$ cat src/hw/rtl/jsu_pkg.sv
// Package for the JSON string unescaper: mode codes, result kinds, error codes
// and the job record that passes from the front end to the back end.
// No dependencies.
`timescale 1ns / 1ps

package jsu_pkg;

   localparam int QUEUE_DEPTH_DEFAULT = 4;

   typedef enum logic [2:0] {
      MODE_WAIT    = 3'd0,
      MODE_BODY    = 3'd1,
      MODE_ESC     = 3'd2,
      MODE_HEX1    = 3'd3,
      MODE_NEED_BS = 3'd4,
      MODE_NEED_U  = 3'd5,
      MODE_HEX2    = 3'd6
   } mode_type;

   localparam logic [1:0] KIND_BYTE  = 2'd0;
   localparam logic [1:0] KIND_DONE  = 2'd1;
   localparam logic [1:0] KIND_ERROR = 2'd2;

   localparam logic [3:0] ERR_NONE         = 4'd0;
   localparam logic [3:0] ERR_NO_QUOTE     = 4'd1;
   localparam logic [3:0] ERR_CUT_ESCAPE   = 4'd2;
   localparam logic [3:0] ERR_CUT_HEX      = 4'd3;
   localparam logic [3:0] ERR_BAD_HEX      = 4'd4;
   localparam logic [3:0] ERR_LONE_HIGH    = 4'd5;
   localparam logic [3:0] ERR_BAD_LOW      = 4'd6;
   localparam logic [3:0] ERR_LONE_LOW     = 4'd7;
   localparam logic [3:0] ERR_BAD_ESCAPE   = 4'd8;
   localparam logic [3:0] ERR_UNTERMINATED = 4'd9;

   // One job holds every result of one input byte.
   typedef struct packed {
      logic        is_cp;
      logic [1:0]  kind;
      logic [20:0] value;
      logic [3:0]  error_code;
   } job_type;

endpackage

$ cat src/hw/rtl/jsu_front.sv
// Front end: accepts text bytes, runs the string state machine and emits one
// job per byte that produces results. Depends on jsu_pkg.
`timescale 1ns / 1ps

module jsu_front (
   input  logic            clock,
   input  logic            reset,
   input  logic            accept,
   input  logic [7:0]      text_byte,
   input  logic            end_of_text,
   output logic            job_valid,
   output jsu_pkg::job_type job
);

   jsu_pkg::mode_type mode_ff, mode_in;
   logic [15:0] hex_accum_ff, hex_accum_in;
   logic [1:0]  hex_count_ff, hex_count_in;
   logic [9:0]  high_half_ff, high_half_in;

   logic        hex_ok;
   logic [3:0]  hex_digit;
   logic [15:0] unit;
   logic        unit_high;
   logic        unit_low;
   logic        has_result;

   always_comb begin
      hex_ok    = 1'b1;
      hex_digit = 4'd0;
      if (text_byte inside {[8'h30:8'h39]}) begin
         hex_digit = text_byte[3:0];
      end else if (text_byte inside {[8'h61:8'h66], [8'h41:8'h46]}) begin
         hex_digit = text_byte[3:0] + 4'd9;
      end else begin
         hex_ok = 1'b0;
      end
   end

   assign unit      = {hex_accum_ff[11:0], hex_digit};
   assign unit_high = (unit[15:10] == 6'b110110);
   assign unit_low  = (unit[15:10] == 6'b110111);

   always_comb begin
      mode_in         = mode_ff;
      hex_accum_in    = hex_accum_ff;
      hex_count_in    = hex_count_ff;
      high_half_in    = high_half_ff;
      has_result      = 1'b0;
      job.is_cp       = 1'b0;
      job.kind        = jsu_pkg::KIND_BYTE;
      job.value       = {13'd0, text_byte};
      job.error_code  = jsu_pkg::ERR_NONE;

      case (mode_ff)
         jsu_pkg::MODE_BODY: begin
            if (end_of_text) begin
               has_result     = 1'b1;
               job.kind       = jsu_pkg::KIND_ERROR;
               job.error_code = jsu_pkg::ERR_UNTERMINATED;
               mode_in        = jsu_pkg::MODE_WAIT;
            end else if (text_byte == 8'h22) begin
               has_result = 1'b1;
               job.kind   = jsu_pkg::KIND_DONE;
               mode_in    = jsu_pkg::MODE_WAIT;
            end else if (text_byte == 8'h5C) begin
               mode_in = jsu_pkg::MODE_ESC;
            end else begin
               has_result = 1'b1;
            end
         end
         jsu_pkg::MODE_ESC: begin
            has_result = 1'b1;
            mode_in    = jsu_pkg::MODE_BODY;
            if (end_of_text) begin
               job.kind       = jsu_pkg::KIND_ERROR;
               job.error_code = jsu_pkg::ERR_CUT_ESCAPE;
               mode_in        = jsu_pkg::MODE_WAIT;
            end else begin
               case (text_byte)
                  8'h22, 8'h5C, 8'h2F: job.value = {13'd0, text_byte};
                  8'h62: job.value = 21'h08;
                  8'h66: job.value = 21'h0C;
                  8'h6E: job.value = 21'h0A;
                  8'h72: job.value = 21'h0D;
                  8'h74: job.value = 21'h09;
                  8'h75: begin
                     has_result   = 1'b0;
                     mode_in      = jsu_pkg::MODE_HEX1;
                     hex_accum_in = 16'd0;
                     hex_count_in = 2'd0;
                  end
                  default: begin
                     job.kind       = jsu_pkg::KIND_ERROR;
                     job.error_code = jsu_pkg::ERR_BAD_ESCAPE;
                     mode_in        = jsu_pkg::MODE_WAIT;
                  end
               endcase
            end
         end
         jsu_pkg::MODE_HEX1, jsu_pkg::MODE_HEX2: begin
            if (end_of_text || !hex_ok) begin
               has_result     = 1'b1;
               job.kind       = jsu_pkg::KIND_ERROR;
               job.error_code = end_of_text ? jsu_pkg::ERR_CUT_HEX : jsu_pkg::ERR_BAD_HEX;
               mode_in        = jsu_pkg::MODE_WAIT;
            end else if (hex_count_ff != 2'd3) begin
               hex_accum_in = unit;
               hex_count_in = hex_count_ff + 2'd1;
            end else begin
               hex_accum_in = 16'd0;
               hex_count_in = 2'd0;
               if (mode_ff == jsu_pkg::MODE_HEX1) begin
                  if (unit_high) begin
                     high_half_in = unit[9:0];
                     mode_in      = jsu_pkg::MODE_NEED_BS;
                  end else if (unit_low) begin
                     has_result     = 1'b1;
                     job.kind       = jsu_pkg::KIND_ERROR;
                     job.error_code = jsu_pkg::ERR_LONE_LOW;
                     mode_in        = jsu_pkg::MODE_WAIT;
                  end else begin
                     has_result = 1'b1;
                     job.is_cp  = 1'b1;
                     job.value  = {5'd0, unit};
                     mode_in    = jsu_pkg::MODE_BODY;
                  end
               end else begin
                  has_result = 1'b1;
                  if (unit_low) begin
                     job.is_cp = 1'b1;
                     job.value = {1'b0, high_half_ff, unit[9:0]} + 21'h10000;
                     mode_in   = jsu_pkg::MODE_BODY;
                  end else begin
                     job.kind       = jsu_pkg::KIND_ERROR;
                     job.error_code = jsu_pkg::ERR_BAD_LOW;
                     mode_in        = jsu_pkg::MODE_WAIT;
                  end
               end
            end
         end
         jsu_pkg::MODE_NEED_BS, jsu_pkg::MODE_NEED_U: begin
            if (end_of_text || (mode_ff == jsu_pkg::MODE_NEED_BS && text_byte != 8'h5C)
                || (mode_ff == jsu_pkg::MODE_NEED_U && text_byte != 8'h75)) begin
               has_result     = 1'b1;
               job.kind       = jsu_pkg::KIND_ERROR;
               job.error_code = jsu_pkg::ERR_LONE_HIGH;
               mode_in        = jsu_pkg::MODE_WAIT;
            end else if (mode_ff == jsu_pkg::MODE_NEED_BS) begin
               mode_in = jsu_pkg::MODE_NEED_U;
            end else begin
               mode_in      = jsu_pkg::MODE_HEX2;
               hex_accum_in = 16'd0;
               hex_count_in = 2'd0;
            end
         end
         default: begin
            mode_in = jsu_pkg::MODE_WAIT;
            if (end_of_text || text_byte == 8'h20 || text_byte inside {[8'h09:8'h0D]}) begin
               mode_in = jsu_pkg::MODE_WAIT;
            end else if (text_byte == 8'h22) begin
               mode_in = jsu_pkg::MODE_BODY;
            end else begin
               has_result     = 1'b1;
               job.kind       = jsu_pkg::KIND_ERROR;
               job.error_code = jsu_pkg::ERR_NO_QUOTE;
            end
         end
      endcase

      if (job.kind != jsu_pkg::KIND_BYTE) begin
         job.value = 21'd0;
      end
   end

   assign job_valid = accept && has_result;

   always_ff @(posedge clock) begin
      if (reset) begin
         mode_ff      <= jsu_pkg::MODE_WAIT;
         hex_accum_ff <= 16'd0;
         hex_count_ff <= 2'd0;
         high_half_ff <= 10'd0;
      end else if (accept) begin
         mode_ff      <= mode_in;
         hex_accum_ff <= hex_accum_in;
         hex_count_ff <= hex_count_in;
         high_half_ff <= high_half_in;
      end
   end

endmodule

$ cat src/hw/rtl/jsu_queue.sv
// Job queue between front and back end: per cycle, one job in unless full and one out unless empty.
// Depends on jsu_pkg.
`timescale 1ns / 1ps

module jsu_queue #(
   parameter int DEPTH = jsu_pkg::QUEUE_DEPTH_DEFAULT
) (
   input  logic             clock,
   input  logic             reset,
   input  logic             push,
   input  jsu_pkg::job_type push_job,
   output logic             full,
   input  logic             pop,
   output logic             valid,
   output jsu_pkg::job_type pop_job
);

   localparam int PTR_W = (DEPTH > 1) ? $clog2(DEPTH) : 1;
   localparam int CNT_W = $clog2(DEPTH + 1);

   jsu_pkg::job_type mem_ff [DEPTH];
   logic [PTR_W-1:0] wr_ptr_ff, wr_ptr_in;
   logic [PTR_W-1:0] rd_ptr_ff, rd_ptr_in;
   logic [CNT_W-1:0] count_ff, count_in;
   logic             do_push;
   logic             do_pop;

   assign full    = (count_ff == CNT_W'(DEPTH));
   assign valid   = (count_ff != '0);
   assign pop_job = mem_ff[rd_ptr_ff];
   assign do_push = push && !full;
   assign do_pop  = pop && valid;

   always_comb begin
      wr_ptr_in = wr_ptr_ff;
      rd_ptr_in = rd_ptr_ff;
      count_in  = count_ff;
      if (do_push) begin
         wr_ptr_in = (wr_ptr_ff == PTR_W'(DEPTH - 1)) ? '0 : wr_ptr_ff + PTR_W'(1);
      end
      if (do_pop) begin
         rd_ptr_in = (rd_ptr_ff == PTR_W'(DEPTH - 1)) ? '0 : rd_ptr_ff + PTR_W'(1);
      end
      if (do_push && !do_pop) begin
         count_in = count_ff + CNT_W'(1);
      end else if (do_pop && !do_push) begin
         count_in = count_ff - CNT_W'(1);
      end
   end

   always_ff @(posedge clock) begin
      if (do_push) begin
         mem_ff[wr_ptr_ff] <= push_job;
      end
   end

   always_ff @(posedge clock) begin
      if (reset) begin
         wr_ptr_ff <= '0;
         rd_ptr_ff <= '0;
         count_ff  <= '0;
      end else begin
         wr_ptr_ff <= wr_ptr_in;
         rd_ptr_ff <= rd_ptr_in;
         count_ff  <= count_in;
      end
   end

endmodule

$ cat src/hw/rtl/jsu_back.sv
// Back end: holds one job and expands it into result beats, code points into
// one to four UTF-8 bytes. Depends on jsu_pkg.
`timescale 1ns / 1ps

module jsu_back (
   input  logic             clock,
   input  logic             reset,
   input  logic             q_valid,
   input  jsu_pkg::job_type q_job,
   output logic             q_pop,
   output logic             rsp_empty,
   input  logic             rsp_pop,
   output logic [1:0]       rsp_kind,
   output logic [7:0]       rsp_out_byte,
   output logic [3:0]       rsp_error_code,
   output logic             rsp_last
);

   logic             valid_ff, valid_in;
   jsu_pkg::job_type job_ff, job_in;
   logic [1:0]       idx_ff, idx_in;
   logic [1:0]       final_idx;
   logic [20:0]      cp;
   logic             load;

   assign cp = job_ff.value;

   always_comb begin
      if (cp <= 21'h7F) begin
         final_idx = 2'd0;
      end else if (cp <= 21'h7FF) begin
         final_idx = 2'd1;
      end else if (cp <= 21'hFFFF) begin
         final_idx = 2'd2;
      end else begin
         final_idx = 2'd3;
      end
   end

   always_comb begin
      rsp_out_byte = cp[7:0];
      if (job_ff.is_cp) begin
         case (final_idx)
            2'd0: rsp_out_byte = {1'b0, cp[6:0]};
            2'd1: begin
               case (idx_ff)
                  2'd0:    rsp_out_byte = {3'b110, cp[10:6]};
                  default: rsp_out_byte = {2'b10, cp[5:0]};
               endcase
            end
            2'd2: begin
               case (idx_ff)
                  2'd0:    rsp_out_byte = {4'b1110, cp[15:12]};
                  2'd1:    rsp_out_byte = {2'b10, cp[11:6]};
                  default: rsp_out_byte = {2'b10, cp[5:0]};
               endcase
            end
            default: begin
               case (idx_ff)
                  2'd0:    rsp_out_byte = {5'b11110, cp[20:18]};
                  2'd1:    rsp_out_byte = {2'b10, cp[17:12]};
                  2'd2:    rsp_out_byte = {2'b10, cp[11:6]};
                  default: rsp_out_byte = {2'b10, cp[5:0]};
               endcase
            end
         endcase
      end
   end

   assign rsp_empty      = !valid_ff;
   assign rsp_kind       = job_ff.kind;
   assign rsp_error_code = job_ff.error_code;
   assign rsp_last       = !job_ff.is_cp || (idx_ff == final_idx);

   assign load  = !valid_ff || (rsp_pop && rsp_last);
   assign q_pop = load && q_valid;

   always_comb begin
      valid_in = valid_ff;
      job_in   = job_ff;
      idx_in   = idx_ff;
      if (load) begin
         valid_in = q_valid;
         job_in   = q_job;
         idx_in   = 2'd0;
      end else if (rsp_pop) begin
         idx_in = idx_ff + 2'd1;
      end
   end

   always_ff @(posedge clock) begin
      job_ff <= job_in;
   end

   always_ff @(posedge clock) begin
      if (reset) begin
         valid_ff <= 1'b0;
         idx_ff   <= 2'd0;
      end else begin
         valid_ff <= valid_in;
         idx_ff   <= idx_in;
      end
   end

endmodule

$ cat src/hw/rtl/json_string_unescape_utf8.sv
// Top level of the JSON string unescaper: front end, job queue and back end.
// Depends on jsu_pkg, jsu_front, jsu_queue and jsu_back.
`timescale 1ns / 1ps

// One text byte is accepted per cycle whenever req_full is low, and one result
// beat leaves per cycle when rsp_pop is high and rsp_empty is low. The front
// end decodes each byte in the cycle it is accepted and places all of that
// byte's results in a job queue of QUEUE_DEPTH entries; req_full is high only
// while that queue is full. The back end turns a job into one beat, or one to
// four beats for an escaped code point; a job goes from the queue into the
// back end's job register. Multi-byte UTF-8 bursts are absorbed by the queue,
// since escapes spend at least five bytes without results before each burst.

module json_string_unescape_utf8 #(
   parameter int QUEUE_DEPTH = jsu_pkg::QUEUE_DEPTH_DEFAULT
) (
   input  logic       clock,
   input  logic       reset,
   input  logic       req_push,
   output logic       req_full,
   input  logic [7:0] req_text_byte,
   input  logic       req_end_of_text,
   output logic       rsp_empty,
   input  logic       rsp_pop,
   output logic [1:0] rsp_kind,
   output logic [7:0] rsp_out_byte,
   output logic [3:0] rsp_error_code,
   output logic       rsp_last
);

   logic             accept;
   logic             job_valid;
   jsu_pkg::job_type job;
   logic             q_valid;
   logic             q_pop;
   jsu_pkg::job_type q_job;

   assign accept = req_push && !req_full;

   jsu_front u_front (
      .clock       (clock),
      .reset       (reset),
      .accept      (accept),
      .text_byte   (req_text_byte),
      .end_of_text (req_end_of_text),
      .job_valid   (job_valid),
      .job         (job)
   );

   jsu_queue #(
      .DEPTH (QUEUE_DEPTH)
   ) u_queue (
      .clock    (clock),
      .reset    (reset),
      .push     (job_valid),
      .push_job (job),
      .full     (req_full),
      .pop      (q_pop),
      .valid    (q_valid),
      .pop_job  (q_job)
   );

   jsu_back u_back (
      .clock          (clock),
      .reset          (reset),
      .q_valid        (q_valid),
      .q_job          (q_job),
      .q_pop          (q_pop),
      .rsp_empty      (rsp_empty),
      .rsp_pop        (rsp_pop),
      .rsp_kind       (rsp_kind),
      .rsp_out_byte   (rsp_out_byte),
      .rsp_error_code (rsp_error_code),
      .rsp_last       (rsp_last)
   );

endmodule

$ cat config.mk
export PLATFORM = sky130hd
export DESIGN_NAME = json_string_unescape_utf8
export DESIGN_NICKNAME = d
export VERILOG_FILES = /design/src/hw/rtl/jsu_pkg.sv /design/src/hw/rtl/jsu_front.sv /design/src/hw/rtl/jsu_queue.sv /design/src/hw/rtl/jsu_back.sv /design/src/hw/rtl/json_string_unescape_utf8.sv
export SDC_FILE = /design/constraint.sdc
export NUM_CORES = 1
export LEC_CHECK = 0
export ABC_AREA = 1
export BUFFER_PORTS_ARGS = -buffer_cell sky130_fd_sc_hd__buf_2
export CORE_ASPECT_RATIO = 0.6
export CORE_MARGIN = 1.5
export CORE_UTILIZATION = 62
export DETAILED_ROUTE_END_ITERATION = 16
export GPL_TIMING_DRIVEN = 0
export PLACE_DENSITY = 0.84
export SYNTH_ARGS = -nofsm -noshare
export SYNTH_HDL_FRONTEND = slang
export SYNTH_SLANG_ARGS = --single-unit
$ cat constraint.sdc
create_clock -name clock -period 5.05 [get_ports clock]
set_clock_uncertainty 0.2 [all_clocks]
set_input_delay 1.01 -clock clock [delete_from_list [all_inputs] [get_ports clock]]
set_output_delay 1.01 -clock clock [all_outputs]
set_load 0.01 [all_outputs]
After elaboration in Yosys (flattened, before gate mapping)
Memories as Yosys holds them, arrays and structs flattened. A register that Yosys moved wholly into a read port is not among the register bits.
Cells that the tools add are included.
- bits in registers: 37
- bits in writable memories: 112
- input port bits: 13
- output and inout port bits: 17
- word-level logic and storage cells: 206
- memories: 1
- memory list (name ; depth ; width ; read ports ; clocked after memory_dff ; wr ports ; line ; source):
    u_queue.mem_ff ; 4 ; 28 ; 1 ; 1 ; 1 ; jsu_queue.sv:21 ; jsu_pkg::job_type mem_ff [DEPTH];
- add/subtract/negate cells: 8
- magnitude comparators: 11
- eq/ne operators: 36
- multiplexer cells: 97
- bitwise logic cells: 2
- reductions and logical operators: 42
- operators by type and width (cell ; count):
    21-bit two-way mux ; 4
    28-bit two-way mux ; 3
    12-bit two-way mux ; 6
    8-bit by 7-bit equality test with 1-bit output, second input constant ; 7
    3-bit two-way mux ; 16
    21-bit one-hot mux with 2 select lines ; 1
    2-bit two-way mux ; 20
    8-bit one-hot mux with 5 select lines ; 1
    12-bit one-hot mux with 3 select lines ; 1
    4-bit two-way mux ; 7
    1-bit two-way mux ; 26
    8-bit by 6-bit equality test with 1-bit output, second input constant ; 3
    8-bit one-hot mux with 3 select lines ; 1
    20-bit by 17-bit adder with 21-bit output, second input constant ; 1
    21-bit by 11-bit less-or-equal comparator with 1-bit output, second input constant ; 1
    21-bit by 16-bit less-or-equal comparator with 1-bit output, second input constant ; 1
    21-bit by 7-bit less-or-equal comparator with 1-bit output, second input constant ; 1
    7-bit one-hot mux with 3 select lines ; 1
    8-bit by 7-bit greater-or-equal comparator with 1-bit output, second input constant ; 2
    8-bit by 7-bit less-or-equal comparator with 1-bit output, second input constant ; 2
    16-bit two-way mux ; 1
    8-bit by 7-bit inequality test with 1-bit output, second input constant ; 2
    4-bit one-hot mux with 4 select lines ; 1
    1-bit logical AND ; 14
    38 further kinds ; 73

Logic depth before layout (Yosys ltp)
Gate-level depths: netlist (run 1).
- depth after elaboration: 15
- depth in mapped cells: 19
- mapped depth without buffers: 19

Cells and area by module
Synthesis (run 1) repeated with hierarchy kept, for this count alone.
- cell total of the unflattened synthesis: 971
- area, all modules: 8909.8 sq um
- modules (own cells, without submodules) (module ; instances ; cells an instance ; area an instance (sq um) ; sequential area each (sq um)):
    jsu_queue ; 1 ; 341 ; 4653.2 ; 3543.4
    jsu_front ; 1 ; 413 ; 2417.3 ; 540.5
    jsu_back ; 1 ; 215 ; 1829.3 ; 900.9
    json_string_unescape_utf8 ; 1 ; 2 ; 10.0 ; 0.0

Least setup slack after synthesis (run 1)
Ideal clock, no wire load.
- kind: input to register
- from: input port req_text_byte[0]
- to: memory u_queue.mem_ff[0][0] (netlist name), enable pin
- library setup time: 0.413 ns
- arrival time: 3.256 ns
- data required time: 4.437 ns
- slack: 1.181 ns
- stages: 11
- buffers on the path: 0
- cells stage by stage: inv_1 -> ha_1 -> inv_1 -> nand2_1 -> o21ai_0 -> nor2_1 -> nor2_1 -> nand3_2 -> nand4_2 -> nand2_1 -> nor2_1
- longest elaborated chain between the ends: 13
- elaborated cells on any way between the ends: 43
- those cells by class: 8 x order compare; 6 x eq/ne; 14 x mux; 15 x reduce/logical
- RTL lines (what ; line ; source):
    from (decl) ; json_string_unescape_utf8.sv:21 ; input logic [7:0] req_text_byte,
    8-bit by 7-bit greater-or-equal comparator with 1-bit output / 8-bit by 7-bit less-or-equal comparator with 1-bit output (equally long branches) ; jsu_front.sv:32 ; end else if (text_byte inside {[8'h61:8'h66], [8'h41:8'h46]}) begin
    1-bit logical AND ; jsu_front.sv:32 ;
    2-bit nonzero test ; jsu_front.sv:32 ;
    1-bit two-way mux ; jsu_front.sv:32 ;
    1-bit two-way mux ; jsu_front.sv:30 ; if (text_byte inside {[8'h30:8'h39]}) begin
    1-bit zero test ; jsu_front.sv:101 ; if (end_of_text || !hex_ok) begin
    1-bit logical OR ; jsu_front.sv:101 ;
    1-bit two-way mux ; jsu_front.sv:101 ;
    1-bit one-hot mux with 4 select lines (*) ; jsu_front.sv:54 ; case (mode_ff)
    1-bit logical AND (*) ; jsu_front.sv:175 ; assign job_valid = accept && has_result;
    1-bit logical AND (*) ; jsu_queue.sv:31 ; assign do_push = push && !full;
    1-bit two-way mux (*) ; jsu_queue.sv:52 ; if (do_push) begin
    1-bit two-way mux (not written as such) (*) ; jsu_queue.sv:53 ; mem_ff[wr_ptr_ff] <= push_job;
    to (decl) ; jsu_queue.sv:21 ;
Every way passes the cells marked *; elsewhere a longest branch is shown, timed or not.

Worst setup path after layout (run 1)
- from: register u_back.cp[17] (netlist name)
- to: register u_queue.count_ff[2]
- longest elaborated chain between the ends: 13
- elaborated cells on any way between the ends: 17
- those cells by class: 3 x order compare; 1 x eq/ne; 4 x mux; 9 x reduce/logical
- RTL lines (what ; line ; source):
    21-bit by 16-bit less-or-equal comparator with 1-bit output ; jsu_back.sv:33 ; end else if (cp <= 21'hFFFF) begin
    1-bit two-way mux ; jsu_back.sv:33 ;
    2-bit two-way mux ; jsu_back.sv:31 ; end else if (cp <= 21'h7FF) begin
    2-bit two-way mux (*) ; jsu_back.sv:29 ; if (cp <= 21'h7F) begin
    2-bit equality test (*) ; jsu_back.sv:73 ; assign rsp_last = !job_ff.is_cp || (idx_ff == final_idx);
    1-bit logical OR (*) ; jsu_back.sv:73 ;
    1-bit logical AND (*) ; jsu_back.sv:75 ; assign load = !valid_ff || (rsp_pop && rsp_last);
    1-bit logical OR (*) ; jsu_back.sv:75 ;
    named net u_back.load ; jsu_back.sv:24 ; logic load;
    1-bit logical AND (*) ; jsu_back.sv:76 ; assign q_pop = load && q_valid;
    1-bit logical AND (*) ; jsu_queue.sv:32 ; assign do_pop = pop && valid;
    1-bit zero test ; jsu_queue.sv:44 ; if (do_push && !do_pop) begin
    1-bit logical AND ; jsu_queue.sv:44 ;
    3-bit two-way mux / 2-bit nonzero test (equally long branches) ; - ;
    to (signal assigned) ; jsu_queue.sv:65 ; count_ff <= count_in;
    to (decl) ; jsu_queue.sv:24 ; logic [CNT_W-1:0] count_ff, count_in;
The timed path passes the listed nets; every way through them passes the cells marked *.
A chain may end at the register's enable or synchronous reset.

==> results.toml, run 1 <==
[global_routing]
antenna_found_initial = 0
grt_pass1_vias = 6281
grt_max_degree = 34
gr-total-overflow = 0
grt_first_pass_wirelength_microns = 34100
grt_usage_pct = 31.4

[floorplan]
ios = 30
chipHeight_microns = 94.4
die-width_microns = 155
start_util_pct = 63.4
dieArea_sq_um = 14700
core_sq_um = 13600
num_rows = 33

[place]
post-dp-hpwl_microns = 15200
place.gp.congestion = 1.03
placed_cell_area_sq_um = 9020
io_buffer_count = 28
dp.cells = 1120

[clock_network]
ctsResizeCount = 0
h-tree-depth = 4
cts_buffers = 17
cts_hold_buf = 0
clock-sinks = 177
clkLatencyLatePin_ns = 0.43
clk_path_buf_depth = 2
cts_setup_buffers = 0
ctsRootBufferMaster = "clkbuf_16"
cts_tree = "built"
cts.clk_slew.worst_paths_ns = 0.08

[pwr]
seqPwrFrac_pct = 44.7
leakage_uw = 0.00375
p_int_uw = 2900
p_switching_uw = 1600
clkPwrFrac_pct = 29.3
power_uw = 4500
power_density_nw_per_um2 = 467
comb_power_share_pct = 26.0
switching_share_pct = 35.6
peakVddDrop_mv = 0.271

[setup_path]
cp_common_cell = "nand2_1"
slowest_stage = "nand2_1"
critical_path_class = "reg -> reg"
cp_cell_sequence = "nor2_1 -> nand2_1 -> nor2_2 -> nand2_1 -> nand2_1 -> nand2_1 -> nand3_1 -> nand2_1 -> nand2_1 -> nand2_1 -> nand2_1 -> ha_1 -> inv_1 -> fa_1 -> nor2_1 -> nor2_1 -> nand2_1 -> o21ai_0 -> a21oi_1"
cp_max_fo = 33
cp_data_required_time_ns = 5.21
worstPathArrival_ns = 4.12
startpoint_type = "flop"
critPathMaxStageDelay_ns = 0.74
cp-end-kind = "flop"

[sta]
rsz0062_at_grt = "false"
fin_setup_tns_ns = 0
tightest_slew_ns = 1.29
setup_violations = 0
maxSlewViolCount = 0
final.min_clock_period_ns = 3.95
hold_viol_final = 0
timing.fmax_ghz = 0.253
timing.final.crit_share_pct = 78.3
maxSlewHeadroom_pct = 13.8

[flow_run]
maxCapViolCount = 0

[logic_synthesis]
synth_top_area_share_pct = 48.7
ys_ff_latch = 177
synthFlopType = "edfxtp_1"
netlist_area_sq_um = 8630
synthArstFlopShare_pct = 0
yosysMostFrequentCell = "nor2_1"
yosysWarnings = 0
synth_edf_count = 140
seq_area_frac_synth_pct = 57.3
synth_common_cells = "152 x nor2_1, 140 x edfxtp_1, 124 x nand2_1, 103 x o21ai_0, 92 x inv_1"
ys_types = 47
syn_inst = 917
avgSynthCellArea_sq_um = 9.41
yosys.area.top_type = "edfxtp_1"
synthTopCellsByArea = "edfxtp_1 49%, dfxtp_1 8.6%, nor2_1 6.6%"
synth_nets = 949

[routing]
drtIter0Drc = 946
viasPerCell = 6.03
drc = 0
routed_wl_microns = 21900
drt-wirelength-per-cell_microns = 19.1
drt_pass1_iterations = 6
via_count = 6946
antenna_left = 0

[cells_and_area]
nFillCells = 986
syn_to_final_growth_pct = 11.5
stdcell_count = 1152
diodes = 0
drive_above_1_share_pct = 12.7
utilization_pct = 70.6
finalNetCount = 996
fin_area_sq_um = 9630

[outcome]
status = "finished, final reports clean"

[min_path]
hold_class = "reg -> reg"
## cells in the final DEF, fill, tap and decap left out, types with 21 or more instances in the layout
cell type	synthesis	layout
a21oi_1	46	46
buf_2	4	32
clkbuf_1	21	21
dfxtp_1	37	37
edfxtp_1	140	140
inv_1	92	92
nand2_1	124	124
nand3_1	50	50
nor2_1	152	148
o21ai_0	103	103
o22ai_1	31	31
## power by group through the flow
stage	Clock, uW	Sequential, uW	Combinational (uW)
finish	1320	2010	1170
global route	1380	2030	1290
CTS	1320	2000	1140
detailed placement	0	2030	1130
global placement	0	2030	1090
floorplan	0	1970	751
## layout make-up
class	instances	area [sq um]	area share, %
Buffer	35	174	1.81
Clock buffer	17	425	4.42
Multi-Input combinational cell	602	3150	32.7
Inverter	103	394	4.09
Timing Repair Buffer	28	140	1.46
Clock inverter	15	179	1.86
Tap cell	175	219	2.27
Sequential cell	177	4940	51.4
## per-layer routing
metal  up-vias  wire length (microns)  GRT usage, %  share of wire (%)
met5         -                      0             0                  0
met4         0                    291          7.94                1.3
met3        26                   3000          8.35                 14
met2       463                   9060          44.5                 41
met1      3204                   9600          47.8                 44
li1       3253                      -             -                  -
## path summary, 6_finish.rpt
| path | from | end | slack (ns) | cells past startpoint |
|---|---|---|---|---|
| worst min-delay path | u_front.hex_count_ff[1] | u_front.hex_count_ff[1] | 0.26 | 2 |
| worst max-delay path | u_back.cp[17] | u_queue.count_ff[2] | 1.10 | 19 |
| worst min register to register | u_front.hex_count_ff[1] | u_front.hex_count_ff[1] | 0.26 | 2 |
| worst max register to register | u_back.cp[17] | u_queue.count_ff[2] | 1.10 | 19 |
## registers in the layout (all words and copies together) (netlist names)
name and cells:
u_back.cp 21, u_back.idx_ff 2, u_back.job_ff 1, u_back.rsp_error_code 4, u_back.rsp_kind 2, u_back.valid_ff 1
u_front.hex_accum_ff 12, u_front.hex_count_ff 2, u_front.high_half_ff 10, u_front.mode_ff 3, u_queue.count_ff 3, u_queue.mem_ff 112
u_queue.rd_ptr_ff 2, u_queue.wr_ptr_ff 2
## worst max-delay path, delay by kind of cell (launching register included)
family | cells | cell delay (ns)
AOI/OAI and AO/OA | 2 | 0.21
adders and majority gates | 2 | 0.61
buffers and inverters | 1 | 0.07
DFF | 1 | 0.43
and+or+nand+nor | 14 | 2.38
## per-stage QoR
stage	hold slack, ns	setup slack [ns]
global placement	0.242	-0.0893
finish	0.264	1.10
CTS	0.261	1.10
detailed placement	0.244	0.905
global route	0.282	0.723
floorplan	0.227	1.18
## logic make-up (layout without fill, tap and decap cells)
logic type / Yosys count / after routing / share of synthesized area, %
AO/OA/AOI/OAI: 205 / 205 / 13.3
adder cells (fa/ha/maj): 19 / 19 / 2.84
AND/OR/NAND/NOR: 375 / 375 / 19.7
buffers and inverters: 138 / 198 / 6.58
XOR/XNOR: 3 / 3 / 0.304
flip-flops: 177 / 177 / 57.3
Power figures use the tool's default switching activity.
==> run 2: changes to the inputs <==
CORE_UTILIZATION = 56   (was 62)
PLACE_DENSITY = 0.8   (was 0.84)
clock period = 3.5 ns   (was 5.05 ns; I/O delays follow)
==> run 2 against run 1 <==
Net effect:
- utilization down 4.7 points
- cell count grew 2.2%
- critical endpoint unchanged
- routed wire length grew 0.81%
- first-iteration DRC count increased by 6.0%
- critical path depth grew 1
- global-route usage is 3.5 points lower
- sequential share of layout area is 0.57 points lower
- via count grew 0.45%
- critical path type is now in -> reg
- sequential power increased by 44%
- register-to-register slack lost 0.89 ns
==> results.toml, run 2 (synthesis gave the netlist of run 1 again) <==
[pwr]
power_uw = 6560
leakage_uw = 0.00379
power_density_nw_per_um2 = 674
clkPwrFrac_pct = 29.3
peakVddDrop_mv = 0.418
comb_power_share_pct = 26.4
p_int_uw = 4280
switching_share_pct = 34.7
p_switching_uw = 2280
seqPwrFrac_pct = 44.3

[cells_and_area]
multi_input_area_sq_um = 3210
largest_register_ffs = 112
final_common_cell = "nor2_1"
finalNetCount = 998
nFillCells = 1119
syn_to_final_growth_pct = 12.8
ff_latch_area_sq_um = 4940
regMostFlops = "u_queue.mem_ff"
top_regs = "u_queue.mem_ff: 112 flops, u_back.cp: 21 flops, u_front.hex_accum_ff: 12 flops"
layout_common_cells = "145 x nor2_1, 140 x edfxtp_1, 119 x nand2_1"
diodes = 0
drive_above_1_share_pct = 13.6

[global_routing]
antenna_found_initial = 0
grt_first_pass_wirelength_microns = 33900
grt_pass1_vias = 6245
grt_max_degree = 34
gr-total-overflow = 0
grt_usage_pct = 27.9

[floorplan]
chipHeight_microns = 99.2
num_rows = 34
die-width_microns = 163
ios = 30
start_util_pct = 58.5
dieArea_sq_um = 16200
core_sq_um = 14800

[clock_network]
cts_tree = "built"
clkLatencyLatePin_ns = 0.43
cts_setup_buffers = 0
cts_hold_buf = 0
ctsRootBufferMaster = "clkbuf_16"
clock-sinks = 177
h-tree-depth = 4
cts_buffers = 17
cts.clk_slew.worst_paths_ns = 0.07
clk_path_buf_depth = 2

[sta]
final.min_clock_period_ns = 3.30
timing.final.crit_share_pct = 94.2
timing.fmax_ghz = 0.303
hold_viol_final = 0
fin_setup_tns_ns = 0
maxSlewViolCount = 0
maxSlewHeadroom_pct = 35.5
tightest_slew_ns = 0.965
rsz0062_at_grt = "false"
setup_violations = 0
hold_ws_ns = 0.258

[setup_path]
cp_cell_sequence = "buf_2 -> inv_1 -> ha_1 -> inv_1 -> nand3_1 -> nand3_4 -> nand2_2 -> nand3_1 -> nand2_1 -> nand4_4 -> nand2_4 -> inv_1 -> ha_1 -> inv_1 -> fa_1 -> nor2_1 -> nor2_1 -> nand2_1 -> o21ai_0 -> a21oi_1"
cp_max_fo = 6
cp_data_required_time_ns = 3.66
cpLargestDelayFamily = "simple AND/OR/NAND/NOR gates"
worst-path-buf-inv = 5
cp-end-kind = "flop"
critPathMaxStageDelay_ns = 0.45
critical_path_class = "in -> reg"
startpoint_type = "input port"
cp_common_cell = "inv_1"
slowest_stage = "fa_1"
worstPathArrival_ns = 3.46

[flow_run]
maxCapViolCount = 0

[routing]
viasPerCell = 5.93
via_count = 6977
drt-wirelength-per-cell_microns = 18.8
drc = 0
drt_pass1_iterations = 5
drtIter0Drc = 1003
antenna_left = 0
routed_wl_microns = 22100

[place]
post-dp-hpwl_microns = 15500
io_buffer_count = 28
place.gp.congestion = 1.01

[min_path]
hold_class = "reg -> reg"

[outcome]
status = "finished, final reports clean"
-- run 2: per-layer routing --
| layer | part of all wire, % | wire [microns] | track usage [%] |
|---|---|---|---|
| met2 | 41 | 9170 | 38.1 |
| met5 | 0 | 0 | 0 |
| met4 | 0.94 | 207 | 6.28 |
| met1 | 46 | 10100 | 44.3 |
| met3 | 12 | 2650 | 6.84 |
-- run 2: cell type report --
cell class              instances  share of cell area, %
flip-flops and latches        177                   50.8
clock inverters                12                   1.25
plain buffers                  35                   1.79
inverters                     103                   4.05
clock buffers                  20                   4.92
repair buffers                 29                   1.65
multi-input cells             603                   33.0
well taps                     198                   2.54
-- run 2: repair_timing --
| item | 4_1_cts | 5_1_grt |
|---|---|---|
| pin swaps | 0 | 1 |
| gates cloned | 0 | 1 |
| resized for setup | 3 | 12 |
| endpoints found under the setup margin | 4 | 88 |
-- run 2: worst min-delay path, cell delays in order, from the launching register on --
cell and delay (ns):
dfxtp_1 0.31, inv_1 0.05, a21oi_1 0.05
-- run 2: final timing paths --
kind,from,cells after the start,slack (ns),end
max,req_text_byte[1],20,0.20,u_queue.count_ff[2]
min,u_front.hex_count_ff[1],2,0.26,u_front.hex_count_ff[1]
max reg2reg,u_front.mode_ff[1],15,0.20,u_queue.count_ff[2]
min reg2reg,u_front.hex_count_ff[1],2,0.26,u_front.hex_count_ff[1]
-- run 2: per-stage QoR --
stage	cell area (sq um)	worst slack [ns]	utilization [%]	std cells
2_1_floorplan	8630	-0.0593	-	917
3_3_place_gp	9020	-1.46	61.1	1143
3_5_place_dp	9070	-0.564	61.4	1144
4_1_cts	9680	0.0435	65.6	1176
5_1_grt	9730	0.0161	65.9	1177
6_report	9730	0.202	65.9	1177
-- run 2: power by group through the flow --
| stage | clock (uW) | combinational, uW | sequential, uW |
|---|---|---|---|
| floorplan | 0 | 1080 | 2850 |
| finish | 1920 | 1730 | 2900 |
| global placement | 0 | 1590 | 2920 |
| global route | 1990 | 1910 | 2930 |
| CTS | 1920 | 1670 | 2880 |
| detailed placement | 0 | 1650 | 2920 |
==> run 3: changes to the inputs <==
CORE_UTILIZATION = 45   (was 56)
PLACE_DENSITY = 0.65   (was 0.8)
clock period = 3.6 ns   (was 3.5 ns; I/O delays follow)
==> run 3 against run 2 <==
Net effect:
- setup slack worse by 0.12 ns
- critical path depth is 12 lower
- cell count is 3.7% higher
- sequential cell count stayed put
- via count is 3.0% lower
- sequential power is 2% lower
- first-iteration DRC count is 17% lower
- die area is 24% higher
- largest cell class unchanged
==> results.toml, run 3 (synthesis gave the netlist of run 1 again) <==
[place]
place.gp.congestion = 0.935
post-dp-hpwl_microns = 16500
io_buffer_count = 28

[routing]
antenna_left = 0
viasPerCell = 5.55
via_count = 6768
drt_pass1_iterations = 8
drc = 0
routed_wl_microns = 22900
drtIter0Drc = 836
drt-wirelength-per-cell_microns = 18.7

[pwr]
p_int_uw = 4100
power_density_nw_per_um2 = 654
clkPwrFrac_pct = 29.3
leakage_uw = 0.00379
comb_power_share_pct = 26.3
seqPwrFrac_pct = 44.4
p_switching_uw = 2310
switching_share_pct = 36.0
power_uw = 6410
peakVddDrop_mv = 0.412

[setup_path]
r2r-end = "u_queue.count_ff[2]"
worst-path-buf-inv = 2
cpLargestDelayFamily = "simple AND/OR/NAND/NOR gates"
cp_data_required_time_ns = 2.68
critical_path_class = "reg -> out"
slowest_stage = "edfxtp_1"
r2r_start = "u_front.mode_ff[1]"
endpoint = "rsp_out_byte[4]"
worst-r2r-cell-count = 15
startpoint_type = "flop"
cp_cell_sequence = "nor2_1 -> inv_1 -> nor2_2 -> nand2_1 -> nor2_1 -> o21ai_0 -> a41oi_1 -> buf_2"
worstPathArrival_ns = 2.60
path_depth = 8
cp_common_cell = "nor2_1"
cp-end-kind = "output port"
critPathMaxStageDelay_ns = 0.52
cp_max_fo = 4
crit_start = "u_back.cp[12]"
reg2reg_slack_ns = 0.19

[flow_run]
maxCapViolCount = 0

[sta]
timing.fmax_ghz = 0.284
tightest_slew_ns = 0.949
hold_viol_final = 0
setup_violations = 0
maxSlewHeadroom_pct = 36.6
maxSlewViolCount = 0
timing.final.crit_share_pct = 97.7
final.min_clock_period_ns = 3.52

[clock_network]
clock-sinks = 177
cts.clk_slew.worst_paths_ns = 0.08
clk_path_buf_depth = 2
cts_buffers = 17
clkLatencyLatePin_ns = 0.44
cts_hold_buf = 0
cts_setup_buffers = 0
h-tree-depth = 4
cts_tree = "built"
ctsRootBufferMaster = "clkbuf_16"

[floorplan]
start_util_pct = 46.9
num_rows = 38
chipHeight_microns = 110
die-width_microns = 182
dieArea_sq_um = 20000
ios = 30
core_sq_um = 18400

[cells_and_area]
top_regs = "u_queue.mem_ff: 112 flops, u_back.cp: 21 flops, u_front.hex_accum_ff: 12 flops"
utilization_pct = 53.3
drive_above_1_share_pct = 13.6
final_common_cell = "nor2_1"
nFillCells = 1661
multi_input_area_sq_um = 3180
diodes = 0
regMostFlops = "u_queue.mem_ff"
layout_common_cells = "146 x nor2_1, 140 x edfxtp_1, 121 x nand2_1"
finalNetCount = 999
ff_latch_area_sq_um = 4940
largest_register_ffs = 112
syn_to_final_growth_pct = 13.5

[global_routing]
grt_usage_pct = 23.6
grt_pass1_vias = 5966
gr-total-overflow = 0
antenna_found_initial = 0
grt_first_pass_wirelength_microns = 34700
grt_max_degree = 29

[outcome]
status = "finished, final reports clean"

[min_path]
hold_class = "reg -> reg"
[run 3: cell count changes in the layout (fill, tap and decap cells not counted), sizes merged]
| cell | delta |
|---|---|
| buf | +2 |
| nand2 | -1 |
| clkbuf | -3 |
| clkinv | +4 |
| bufinv | -1 |
[run 3: power by group through the flow]
stage | clock network (uW) | logic, uW | registers (uW)
after floorplan | 0 | 1050 | 2770
after global placement | 0 | 1570 | 2880
after detailed placement | 0 | 1650 | 2870
after CTS | 1890 | 1670 | 2830
after global routing | 1980 | 1870 | 2870
final | 1880 | 1680 | 2850
[run 3: how the worst min path moves through the flow]
stage                             from                       to  depth (start not counted)  slack (ns)
2_1_floorplan  u_front.hex_count_ff[1]  u_front.hex_count_ff[1]                          2        0.23
3_3_place_gp   u_front.hex_count_ff[1]  u_front.hex_count_ff[1]                          2        0.24
3_5_place_dp   u_front.hex_count_ff[1]  u_front.hex_count_ff[1]                          2        0.25
4_1_cts        u_front.hex_count_ff[1]  u_front.hex_count_ff[1]                          2        0.26
5_1_grt        u_front.hex_count_ff[1]  u_front.hex_count_ff[1]                          2        0.29
6_report       u_front.hex_count_ff[1]  u_front.hex_count_ff[1]                          2        0.26
[run 3: through the flow]
step	setup TNS, ns	cells	instance area [sq um]	hold slack (ns)	setup WS [ns]
floorplan	0	917	8630	0.227	0.0207
global placement	-161.77	1185	9070	0.244	-1.49
detailed placement	-13.88	1188	9170	0.247	-0.300
CTS	0	1220	9770	0.258	0.0660
global route	-0.00515	1220	9800	0.290	-0.00515
finish	0	1220	9800	0.258	0.0821
[run 3: routing by layer]
metal  wire, microns  GRT usage, %  vias up
met3            2690          7.49       17
met4             151          4.58        0
li1                -             -     3248
met1           11400          37.3     3174
met2            8640          30.8      329
met5               0             0        -
[run 3: repair_timing]
item | CTS | global route
gates resized for setup | 2 | 8
setup endpoints to repair | 4 | 62
hold endpoints to repair | 0 | 0
[run 3: worst register-to-register path: stages (launching register included)]
cell	delay, ns
dfxtp_1	0.48
nand3_1	0.23
nand2_2	0.20
buf_1	0.50
nand2_1	0.20
nand4_2	0.16
nand2_2	0.18
inv_1	0.10
ha_1	0.14
inv_1	0.07
fa_1	0.43
nor2_1	0.11
nor2_1	0.05
nand2_1	0.07
o21ai_0	0.08
a21oi_1	0.15
[run 3: cell type report]
cell class | instances | area share [%]
Multi-Input combinational cell | 602 | 32.4
Tap cell | 240 | 3.06
Clock inverter | 15 | 1.80
Timing Repair Buffer | 31 | 2.12
Clock buffer | 17 | 4.34
Inverter | 103 | 4.02
Buffer | 35 | 1.77
Sequential cell | 177 | 50.5
